`config.mk`:
```
export PLATFORM = sky130hd
export DESIGN_NAME = srit_step
export DESIGN_NICKNAME = d
export VERILOG_FILES = /design/src/hw/rtl/srit_pkg.sv /design/src/hw/rtl/srit_step.sv
export SDC_FILE = /design/constraint.sdc
export NUM_CORES = 1
export LEC_CHECK = 0
export ABC_AREA = 1
export BUFFER_PORTS_ARGS = -buffer_cell sky130_fd_sc_hd__buf_4
export CAP_MARGIN = 20
export CORE_AREA = 2 2 81 83
export DETAILED_ROUTE_END_ITERATION = 12
export DIE_AREA = 0 0 83 85
export PLACE_DENSITY = 0.68
export SLEW_MARGIN = 10
export SYNTH_ARGS = -nofsm -noshare
export SYNTH_HDL_FRONTEND = slang
export SYNTH_SLANG_ARGS = --single-unit
```
`constraint.sdc`:
```
create_clock -name vclk -period 6.6
set_input_delay 1.98 -clock vclk [all_inputs]
set_output_delay 1.98 -clock vclk [all_outputs]
set_load 0.01 [all_outputs]
```
`src/hw/rtl/srit_pkg.sv`:
```
`timescale 1ns / 1ps
// ----------------------------------------------------------------------------
// srit_pkg: shared types and codes of the sorted record table
// Record layout, status codes, operation kinds; used by all but srit_ram.
// ----------------------------------------------------------------------------
package srit_pkg;

    localparam int TABLE_DEPTH_DEF = 128;

    localparam logic       KIND_INSERT = 1'b0;
    localparam logic       KIND_READ   = 1'b1;

    localparam logic [1:0] ST_OK    = 2'd0;
    localparam logic [1:0] ST_FULL  = 2'd1;
    localparam logic [1:0] ST_RANGE = 2'd2;

    typedef struct packed {
        logic [21:0] key;
        logic [15:0] tag;
        logic        expiry;
        logic [7:0]  quantity;
        logic [4:0]  day;
        logic [3:0]  month;
        logic [13:0] year;
    } t_entry;

    localparam int ENTRY_W = $bits(t_entry);

    typedef struct packed {
        logic   move_up;
        t_entry wdata;
    } t_step;

endpackage

```
`src/hw/rtl/srit_step.sv`:
```
`timescale 1ns / 1ps
// ----------------------------------------------------------------------------
// srit_step: compare and select unit
// Compares the new key with one stored record and picks the record to write.
// ----------------------------------------------------------------------------
module srit_step (
    input  srit_pkg::t_entry i_new,
    input  srit_pkg::t_entry i_stored,
    output srit_pkg::t_step  o_step
);

    always_comb begin
        o_step.move_up = (i_new.key < i_stored.key);
        o_step.wdata   = o_step.move_up ? i_stored : i_new;
    end

endmodule

```
==> impl_results.md <==
- Post-CTS Setup Repair Bufs: 0
- Crit-path slowest cell: nand3_4
- GRT Overall Usage: 20.2%
- First-pass GRT wire length: 12400 um
- DRC viols: 0
- Max-slew violations: 0
- PwrDens: 98.3 mW/mm^2
- Leakage power: 2.11 nW
- # setup viols final: 0
- Register Area: 0 um^2
- Peak supply drop: 0.0540 mV
- Drt initial violations: 113
- Top Ports: 211
- Antenna cells: 0
- CP endpoint kind: output pin
- Antenna Violating Nets Remaining: 0
- Count of cell types in the netlist: 16
- Layout area overhead: 88.1%
- Final worst-path cycle share: 94.6%
- Dpl hpwl: 5940 um
- Crit path launch type: primary input
- Setup_tns: 0 ns
- Worst endpoint required time: 4.62 ns
- Largest net degree at the start of global routing: 72
- Routed wire length: 7810 um
- Hold_buf cts: 0
- Largest fanout on the critical path: 71
- Slowest stage delay, CP: 0.70 ns
- Port-buffer cells: 211
- Via Count: 2931
- Starting Density: 28.5%
- Vias in the first global route: 2608
- Initial antenna violation count: 0
- Post-CTS sizing: 0
- Most Frequent Cell on Critical Path: nand2_1
- Worst Tran Pin Value: 0.782 ns
- Cell taking the most area after synthesis: nand2_1
- Core area: 0.00620 mm^2
- Fmax: 160 MHz
- Seq cells: 0
- Die area: 0.00706 mm^2
- Setup CP Type: in2out
- Fin. Hold Viols: 0
- Filler instances: 653
- Synth area leaders: nand2_1 37%, nand4_1 25%, ha_1 15%, inv_1 7.2%, buf_6 4.5%
- Slew HR: 47.9%
- Clock period minus worst slack: 6.25 ns
- Die span in x: 83 um
- Post-Syn Nets: 508
- Multi-input logic area: 0.00148 mm^2
- RSZ-0062 raised after global routing: no
- Warnings from Yosys: 0
- Post-Synthesis Cell Area: 0.00177 mm^2
- Post-synthesis sequential area ratio: 0%
- Status: finished clean
- Num rows: 29
- WL per Instance: 12.8 um
- CLK BUF: 0
- Fraction of layout instances using a drive strength above 1: 41.5%
- Die Ht: 85 um
- Post-Syn Area per Cell: 5.09 um^2
- CP Cell Sequence: buf_4 > ha_1 > nand2_2 > nor2_4 > nand2_1 > inv_1 > nand2_2 > nand3_4 > nand2_1 > nand2_1 > buf_4
- Hold/Removal Path Class: in2out
- 1st-pass router iterations: 4
- Placer Congestion: 0.768
- Crit path DAT: 4.27 ns
- Max-Cap Viols: 0
- Post-synthesis instance total: 347
- DR vias/cell: 4.80
- Synth top area share: 37.4%
- Post-layout util: 53.6%
- Global route total overflow: 0
- Nets: 696
kinds of logic (layout without fill, tap and decap cells):
kind of cell / count (synthesis) / count (layout) / share of synthesized area, %
buf+inv: 63 / 249 / 16.6
fa+ha+maj: 21 / 21 / 14.9
simple gates: 256 / 256 / 65.8
compound gates: 7 / 7 / 2.76
Yosys cell counts:
master,n
a21o_1,1
a21oi_1,5
a21oi_4,1
buf_1,1
buf_2,3
buf_6,7
clkbuf_1,17
ha_1,21
inv_1,34
inv_2,1
nand2_1,176
nand2_2,2
nand3_4,1
nand4_1,70
nor2_1,6
nor2_4,1
worst max-delay path: cells and delay by family:
| family | cells | cell delay, ns |
|---|---|---|
| AND/OR/NAND/NOR | 7 | 1.64 |
| buffers and inverters | 3 | 0.32 |
| adder cells (fa/ha/maj) | 1 | 0.31 |
report_power, final:
group | switching (mW) | internal [mW] | leakage, nW
logic | 0.155 | 0.171 | 2.11
clock network | 0 | 0 | 0
registers | 0 | 0 | 0
total | 0.155 | 0.171 | 2.11
stage by stage:
step / hold WS, ns / instances / instance area (um^2) / power, mW / setup WS, ns
after CTS: 4.23 / 610 / 3320 / 0.329 / 0.338
after detailed placement: 4.23 / 610 / 3320 / 0.328 / 0.354
after global routing: 4.25 / 610 / 3320 / 0.361 / 0.0230
after floorplan: 4.08 / 347 / 1770 / 0.160 / 1.34
after global placement: 4.23 / 610 / 3320 / 0.325 / 0.384
final: 4.23 / 610 / 3320 / 0.327 / 0.354
metal layers:
| layer | wire length, um | vias up | GRT usage, % | share of wire [%] |
|---|---|---|---|---|
| li1 | - | 1530 | - | - |
| met1 | 3090 | 1262 | 25.6 | 40 |
| met2 | 4000 | 133 | 37.3 | 51 |
| met3 | 639 | 6 | 3.31 | 8.2 |
| met4 | 76 | 0 | 1.79 | 0.97 |
| met5 | 0 | - | 0 | 0 |
final timing paths:
kind | startpoint | end | slack [ns] | cells past startpoint
min | i_new[15] | o_step[15] | 4.23 | 4
max | i_new[69] | o_step[10] | 0.35 | 11
cell usage in the layout (no fill, tap or decap):
cell / count
nand2_1: 175
inv_1: 34
nand4_1: 70
nor2_4: 1
ha_1: 21
a21oi_1: 5
nor2_1: 6
nand2_2: 3
a21oi_4: 1
a21o_1: 1
buf_4: 213
inv_2: 1
buf_12: 1
nand3_4: 1
area by class of cell:
cell class	count	share of cell area [%]
inverters	35	3.95
multi-input cells	284	44.4
well taps	77	2.90
repair buffers	214	48.7
Note: power is estimated with default switching activity, not from simulation.
