--- src/hw/rtl/srit_ram.sv ---
`timescale 1ns / 1ps
// ----------------------------------------------------------------------------
// srit_ram: generic simple dual-port RAM
// One write port and one read port with registered read data.
// ----------------------------------------------------------------------------
module srit_ram #(
    parameter int WIDTH = 8,
    parameter int DEPTH = 16,
    localparam int AW   = $clog2(DEPTH)
) (
    input  logic             i_clk,
    input  logic             i_we,
    input  logic [AW-1:0]    i_waddr,
    input  logic [WIDTH-1:0] i_wdata,
    input  logic [AW-1:0]    i_raddr,
    output logic [WIDTH-1:0] o_rdata
);

    logic [WIDTH-1:0] r_mem [DEPTH];
    logic [WIDTH-1:0] r_rdata;

    always_ff @(posedge i_clk) begin
        if (i_we) begin
            r_mem[i_waddr] <= i_wdata;
        end
        r_rdata <= r_mem[i_raddr];
    end

    assign o_rdata = r_rdata;

endmodule

--- config.mk ---
export PLATFORM = sky130hd
export DESIGN_NAME = srit_ram
export DESIGN_NICKNAME = d
export VERILOG_FILES = /design/src/hw/rtl/srit_ram.sv
export SDC_FILE = /design/constraint.sdc
export NUM_CORES = 1
export LEC_CHECK = 0
export ABC_AREA = 1
export BUFFER_PORTS_ARGS = -buffer_cell sky130_fd_sc_hd__buf_2
export CORE_MARGIN = 3
export CORE_UTILIZATION = 40
export CTS_CLUSTER_SIZE = 14
export DETAILED_ROUTE_END_ITERATION = 12
export PLACE_DENSITY = 0.53
export RECOVER_POWER = 50
export SKIP_CTS_REPAIR_TIMING = 1
export SYNTH_ARGS = -nofsm -noshare
export SYNTH_HDL_FRONTEND = slang
export SYNTH_SLANG_ARGS = --single-unit
--- constraint.sdc ---
create_clock -name i_clk -period 1.5 [get_ports i_clk]
set_input_delay 0.15 -clock i_clk [delete_from_list [all_inputs] [get_ports i_clk]]
set_output_delay 0.15 -clock i_clk [all_outputs]
set_load 0.05 [all_outputs]
==> out/metrics.cfg, run 1 <==
[clock_network]
clock_latency_ps=410
clock_path_buffers=2
cts_tree=built
clockRootBuffer=clkbuf_16
cts_sinks=136
cts_max_level=4
cts_buffers=17
path_clk_slew_ps=50

[power_and_ir_drop]
switching_share_pct=22.0
p_sw_uw=1890
power_frac_comb_pct=7.1
irDropWorstVdd_uv=786
p_int_uw=6680
power.density_nw_per_um2=1280
p_clk_share_pct=43.1
leakage_uw=0.00289
seqPwrFrac_pct=49.8

[layout]
antenna_cells=0
syn2layout_area_growth_pct=15.9
drive_gt1_share_pct=10.7
fillers=1309
final_nets=614

[floorplanning]
dieWidth_um=126
die-height_um=126
start_util_pct=41.2
dieArea_um2=15900
rows=43
io_pins=26
core_area_um2=14000

[yosys]
synth_area_leader_cell=edfxtp_1
synth_top_cells_by_count=173 x nand2_1, 128 x edfxtp_1, 100 x inv_1
ys.flop_type=edfxtp_1
syn_area_per_cell_um2=10.5
seq_area_frac_synth_pct=69.4
synth.most_common_cell=nand2_1
synth.area.top_cells=edfxtp_1 67%, nand2_1 11%, nand3_1 8.4%
synth-edff-count=128
async_flop_share_pct=0
synthCells=551
ys_warn_count=0
netlist_area_um2=5770
ys_types=12
syn_nets=569
ys_ff_latch=136
synth_top_area_share_pct=66.7

[route]
firstDrtPassIters=5
drc=0
ant_nets=0
via_count=3767
avgViaCountPerCell=4.77
drtIter0Drc=393
routed_wl_mm=13.2
routedWlPerCell_um=16.7

[outcome]
status=finished clean

[min_path]
hp-class=primary input to flop

[setup_path]
crit_family=flip-flops
crit_fanout=1
end_kind=primary output
crit_path_max_incr_delay_ps=320
worstSetupPathType=flop to primary output
worst-path-buf-inv=1
crit_path_start_kind=flop
cp.required_ps=1350
arrival_ps=1000
crit_chain=buf_2
slowest_stage=dfxtp_1

[timing]
slew_violations=0
hold_violations=0
maxSlewHeadroom_pct=36.4
setup_tns_ps=0
setup_viol=0
period_share_pct=76.4
worstMarginPinSlew_ps=953
max_freq_mhz=873
rsz0062_at_grt=false
fin_skew_ps=3.60
hold_slack_ps=109
finalCriticalPeriod_ps=1150

[global_routing]
antenna_found_initial=0
grt_pass1_vias=3638
grt_first_pass_wirelength_mm=20.7
gr-total-overflow=0
track_usage_pct=17.5
grt_max_degree=44

[placement]
port_buffers=25
gp_congestion=0.829
hpwl_mm=8.33

[job]
cap_violations=0

placed cells by master (no fill, tap or decap):
| master | netlist | layout |
|---|---|---|
| buf_12 | 0 | 3 |
| buf_2 | 13 | 16 |
| buf_4 | 4 | 21 |
| clkbuf_1 | 0 | 17 |
| clkbuf_16 | 0 | 17 |
| clkbuf_8 | 0 | 4 |
| clkinv_1 | 0 | 2 |
| clkinv_2 | 0 | 2 |
| dfxtp_1 | 8 | 8 |
| edfxtp_1 | 128 | 128 |
| inv_1 | 100 | 100 |
| inv_2 | 2 | 2 |
| nand2_1 | 173 | 173 |
| nand3_1 | 97 | 97 |
| nand3b_1 | 2 | 2 |
| nor2_1 | 17 | 17 |
path summary, 6_finish.rpt:
| kind | from | end | slack, ps | depth (start not counted) |
|---|---|---|---|---|
| max | o_rdata[7]$_DFF_P_ | o_rdata[7] | 350 | 1 |
| min | i_raddr[3] | o_rdata[7]$_DFF_P_ | 110 | 3 |
| max reg2reg | r_mem[13][4]$_DFFE_PP_ | o_rdata[4]$_DFF_P_ | 460 | 6 |
| min reg2reg | r_mem[10][7]$_DFFE_PP_ | o_rdata[7]$_DFF_P_ | 660 | 6 |
final cells by class:
class                           instances  area (um^2)  area share (%)
Sequential cell                       136         4000            59.9
Multi-Input combinational cell        289         1210            18.2
Clock buffer                           28          507            7.58
Inverter                              102          383            5.73
Timing Repair Buffer                   50          335            5.02
Tap cell                              180          225            3.37
Clock inverter                          4         17.5           0.262
cells by family after synthesis:
group         count (synthesis)  synth area share (%)
simple gates                289                  21.0
flops                       136                  69.4
buf+inv                     126                  9.52
per-stage QoR:
stage	setup slack (ps)	util (%)	power (uW)	cells	instance area (um^2)
floorplan	399	-	4730	551	5770
global placement	132	44.2	4960	757	6180
detailed placement	106	44.2	4970	757	6180
CTS	327	47.9	8660	789	6700
global route	310	47.8	8890	789	6690
finish	354	47.8	8570	789	6690
per-layer routing:
| layer | global-route usage (%) | routed length [um] | up-vias |
|---|---|---|---|
| li1 | - | - | 1861 |
| met4 | 7.44 | 282 | 0 |
| met5 | 0 | 0 | - |
| met1 | 24.5 | 6060 | 1774 |
| met3 | 3.90 | 789 | 24 |
| met2 | 26.3 | 6080 | 108 |
power groups by stage:
| stage | clock, uW | sequential [uW] | combinational, uW |
|---|---|---|---|
| floorplan | 0 | 4440 | 300 |
| global placement | 0 | 4350 | 613 |
| detailed placement | 0 | 4350 | 619 |
| CTS | 3760 | 4270 | 621 |
| global route | 3940 | 4280 | 672 |
| finish | 3690 | 4270 | 607 |
sequential cells by signal, indices dropped and copies added (netlist names):
register and cells:
o_rdata 8, r_mem 128
Power figures use the tool's default switching activity.
==> run 2: changes to the inputs <==
clock period = 1.2 ns   (was 1.5 ns; I/O delays follow)
==> run 2 against run 1 <==
  * Die area is the same
  * Critical endpoint is now o_rdata[3]
  * Hold slack gained 38 ps
  * Combinational power grew 31%
  * Power rose by 35%
  * Highest routed layer unchanged
  * Critical path depth stayed put
  * Via count rose by 1.4%
  * Sequential power up 25%
==> out/metrics.cfg, run 2 (synthesis gave the netlist of run 1 again) <==
[layout]
syn2layout_area_growth_pct=19.1
mostFrequentLayoutCells=173 x nand2_1, 128 x edfxtp_1, 100 x inv_1
drive_gt1_share_pct=12.8
final_nets=621
post-route-util_pct=49.1
mostFrequentLayoutCell=nand2_1
largest_reg_flops=128
antenna_cells=0
largest_register=r_mem

[timing]
hold_violations=0
setup_tns_ps=0
fin_skew_ps=7.90
max_freq_mhz=862
maxSlewHeadroom_pct=33.7
finalCriticalPeriod_ps=1160
period_share_pct=96.7
worstMarginPinSlew_ps=994
slew_violations=0
rsz0062_at_grt=false
setup_viol=0

[power_and_ir_drop]
seqPwrFrac_pct=46.3
p_sw_uw=2510
p_clk_share_pct=46.8
total_power_uw=11500
p_int_uw=9030
power.density_nw_per_um2=1680
power_frac_comb_pct=6.9
irDropWorstVdd_uv=1110
leakage_uw=0.00297
switching_share_pct=21.7

[setup_path]
crit_chain=buf_2
crit_path_start_kind=flop
worstSetupPathType=flop to primary output
crit_path_max_incr_delay_ps=350
end_kind=primary output
slowest_stage=dfxtp_1
arrival_ps=1040
crit_family=flip-flops
cp.required_ps=1080
worst-path-buf-inv=1
crit_fanout=1

[route]
firstDrtPassIters=5
drc=0
routed_wl_mm=13.5
routedWlPerCell_um=16.9
via_count=3820
avgViaCountPerCell=4.80
drtIter0Drc=383
ant_nets=0

[floorplanning]
start_util_pct=41.2
die-height_um=126
dieWidth_um=126
core_area_um2=14000
io_pins=26
dieArea_um2=15900
rows=43

[clock_network]
path_clk_slew_ps=50
cts_sinks=136
cts_buffers=17
clock_latency_ps=410
cts_tree=built
cts_max_level=4
clockRootBuffer=clkbuf_16
clock_path_buffers=2

[global_routing]
antenna_found_initial=0
track_usage_pct=18.1
grt_first_pass_wirelength_mm=21.7
grt_max_degree=33
grt_pass1_vias=3838
gr-total-overflow=0

[placement]
port_buffers=25
gp_congestion=0.834
hpwl_mm=8.61

[min_path]
hp-class=primary input to flop

[outcome]
status=finished clean

[job]
cap_violations=0

==> run 2: power by group through the flow <==
stage	logic, uW	clock network [uW]	registers, uW
after global placement	802	0	5440
after detailed placement	807	0	5440
after CTS	813	5460	5340
final	794	5390	5340
after global routing	883	5660	5350
after floorplan	375	0	5540
==> run 2: layout make-up <==
type	instances	area [um^2]
multi-input cells	289	1210
clock inverters	11	145
repair buffers	57	418
clock buffers	21	480
inverters	102	383
well taps	180	225
flip-flops and latches	136	4000
fillers	1313	7120
==> run 2: through the flow <==
stage	setup slack (ps)	hold slack [ps]	std cells	area, um^2
after floorplan	129	219	551	5770
after global placement	6.78	525	764	6270
after detailed placement	-14.6	529	764	6270
after CTS	11.7	97.0	796	6890
after global routing	3.53	149	796	6870
final	39.7	147	796	6870
==> run 2: final timing paths <==
check | startpoint | endpoint | slack, ps | cells after the start
min | i_raddr[2] | o_rdata[2]$_DFF_P_ | 150 | 4
max | o_rdata[3]$_DFF_P_ | o_rdata[3] | 40 | 1
min reg2reg | r_mem[6][2]$_DFFE_PP_ | o_rdata[2]$_DFF_P_ | 680 | 6
max reg2reg | r_mem[13][3]$_DFFE_PP_ | o_rdata[3]$_DFF_P_ | 180 | 6
==> run 2: metal layers <==
metal | GRT usage (%) | share of wire, % | vias up
met1 | 25.2 | 47 | 1834
met4 | 5.30 | 1.1 | 0
met3 | 3.69 | 4.6 | 11
met2 | 29.0 | 47 | 99
li1 | - | - | 1876
met5 | 0 | 0 | -
==> run 3: changes to the inputs <==
CORE_MARGIN = 2   (was 3)
==> run 3 against run 2 <==
  * Critical endpoint is now o_rdata[6]
  * Register-to-register slack better by 30 ps
  * Largest cell class unchanged
  * Sequential power hardly changed
  * Hold slack better by 12 ps
  * Flip-flop and latch count stayed put
  * Highest routed layer unchanged
  * Count of clock-buffer cells in the layout is 2 higher
  * Power is 4.8% lower
  * Sequential share of layout area is 0.77 points higher
  * Routed wire length is 2.8% lower
  * First-iteration DRC count is 44% lower
==> out/metrics.cfg, run 3 (synthesis gave the netlist of run 1 again) <==
[route]
firstDrtPassIters=5
drtIter0Drc=215
avgViaCountPerCell=4.86
ant_nets=0
via_count=3855
routed_wl_mm=13.1
drc=0
routedWlPerCell_um=16.5

[floorplanning]
rows=43
dieArea_um2=15400
dieWidth_um=124
die-height_um=124
start_util_pct=41.2
core_area_um2=14000
io_pins=26

[setup_path]
crit_fanout=1
cp.required_ps=1080
end_kind=primary output
arrival_ps=1040
crit_path_start_kind=flop
crit_family=flip-flops
slowest_stage=dfxtp_1
crit_chain=clkbuf_4
worst-path-buf-inv=1
crit_path_max_incr_delay_ps=360
worstSetupPathType=flop to primary output

[timing]
worstMarginPinSlew_ps=913
hold_violations=0
setup_tns_ps=0
fin_skew_ps=9.38
maxSlewHeadroom_pct=39.2
rsz0062_at_grt=false
setup_viol=0
slew_violations=0
finalCriticalPeriod_ps=1160
max_freq_mhz=864
period_share_pct=96.4

[placement]
gp_congestion=0.807
hpwl_mm=8.35
port_buffers=25

[power_and_ir_drop]
switching_share_pct=22.4
power.density_nw_per_um2=1620
p_int_uw=8520
irDropWorstVdd_uv=1020
seqPwrFrac_pct=48.7
total_power_uw=11000
p_clk_share_pct=44.2
p_sw_uw=2460
leakage_uw=0.00294
power_frac_comb_pct=7.1

[layout]
syn2layout_area_growth_pct=17.6
fillers=1343
final_nets=619
multi_input_area_um2=1210
drive_gt1_share_pct=12.4
antenna_cells=0
seq_area_um2=4000
mostFrequentLayoutCells=173 x nand2_1, 128 x edfxtp_1, 100 x inv_1
mostFrequentLayoutCell=nand2_1
largest_reg_flops=128
largest_register=r_mem

[clock_network]
cts_tree=built
clock_path_buffers=2
cts_buffers=17
path_clk_slew_ps=60
clock_latency_ps=420
cts_sinks=136
clockRootBuffer=clkbuf_16
cts_max_level=4

[global_routing]
antenna_found_initial=0
track_usage_pct=19.0
grt_pass1_vias=3736
gr-total-overflow=0
grt_util_met1_pct=25.1
busiest_layer=met2
gr-usage-met2_pct=29.6
grt_max_degree=48
grt_first_pass_wirelength_mm=20.7
grt_use_met3_pct=4.17

[outcome]
status=finished clean

[job]
cap_violations=0

[min_path]
hp-class=primary input to flop

## run 3: area by class of cell
type	instances	area share (%)
Tap cell	180	3.32
Clock inverter	9	1.11
Multi-Input combinational cell	289	17.9
Sequential cell	136	59.1
Clock buffer	23	7.05
Inverter	102	5.65
Timing Repair Buffer	55	5.91
## run 3: stage by stage
stage / cell area, um^2 / hold WS [ps] / util (%) / cells / setup slack [ps]
finish: 6780 / 159 / 48.5 / 794 / 42.9
global route: 6780 / 189 / 48.5 / 794 / 20.0
CTS: 6790 / 101 / 48.6 / 794 / -13.6
detailed placement: 6240 / 556 / 44.6 / 762 / 17.6
global placement: 6240 / 551 / 44.6 / 762 / 24.0
floorplan: 5770 / 219 / - / 551 / 129
## run 3: routing by layer
metal  vias up  routed length (um)
met1      1876                5930
met3        21                 571
met2        87                6350
met4         0                 263
li1       1871                   -
met5         -                   0
## run 3: path summary, 6_finish.rpt
kind                                from                  to  slack, ps  cells past startpoint
setup / recovery      o_rdata[6]$_DFF_P_          o_rdata[6]         40                      1
setup reg to reg   r_mem[5][7]$_DFFE_PP_  o_rdata[7]$_DFF_P_        210                      6
hold reg to reg   r_mem[11][7]$_DFFE_PP_  o_rdata[7]$_DFF_P_        660                      6
hold / removal                i_raddr[3]  o_rdata[7]$_DFF_P_        160                      4
## run 3: power groups by stage
stage               Combinational (uW)  Sequential, uW  Clock (uW)
finish                             780            5340        4860
global route                       867            5350        5130
floorplan                          375            5540           0
global placement                   786            5440           0
detailed placement                 792            5440           0
CTS                                796            5340        4960
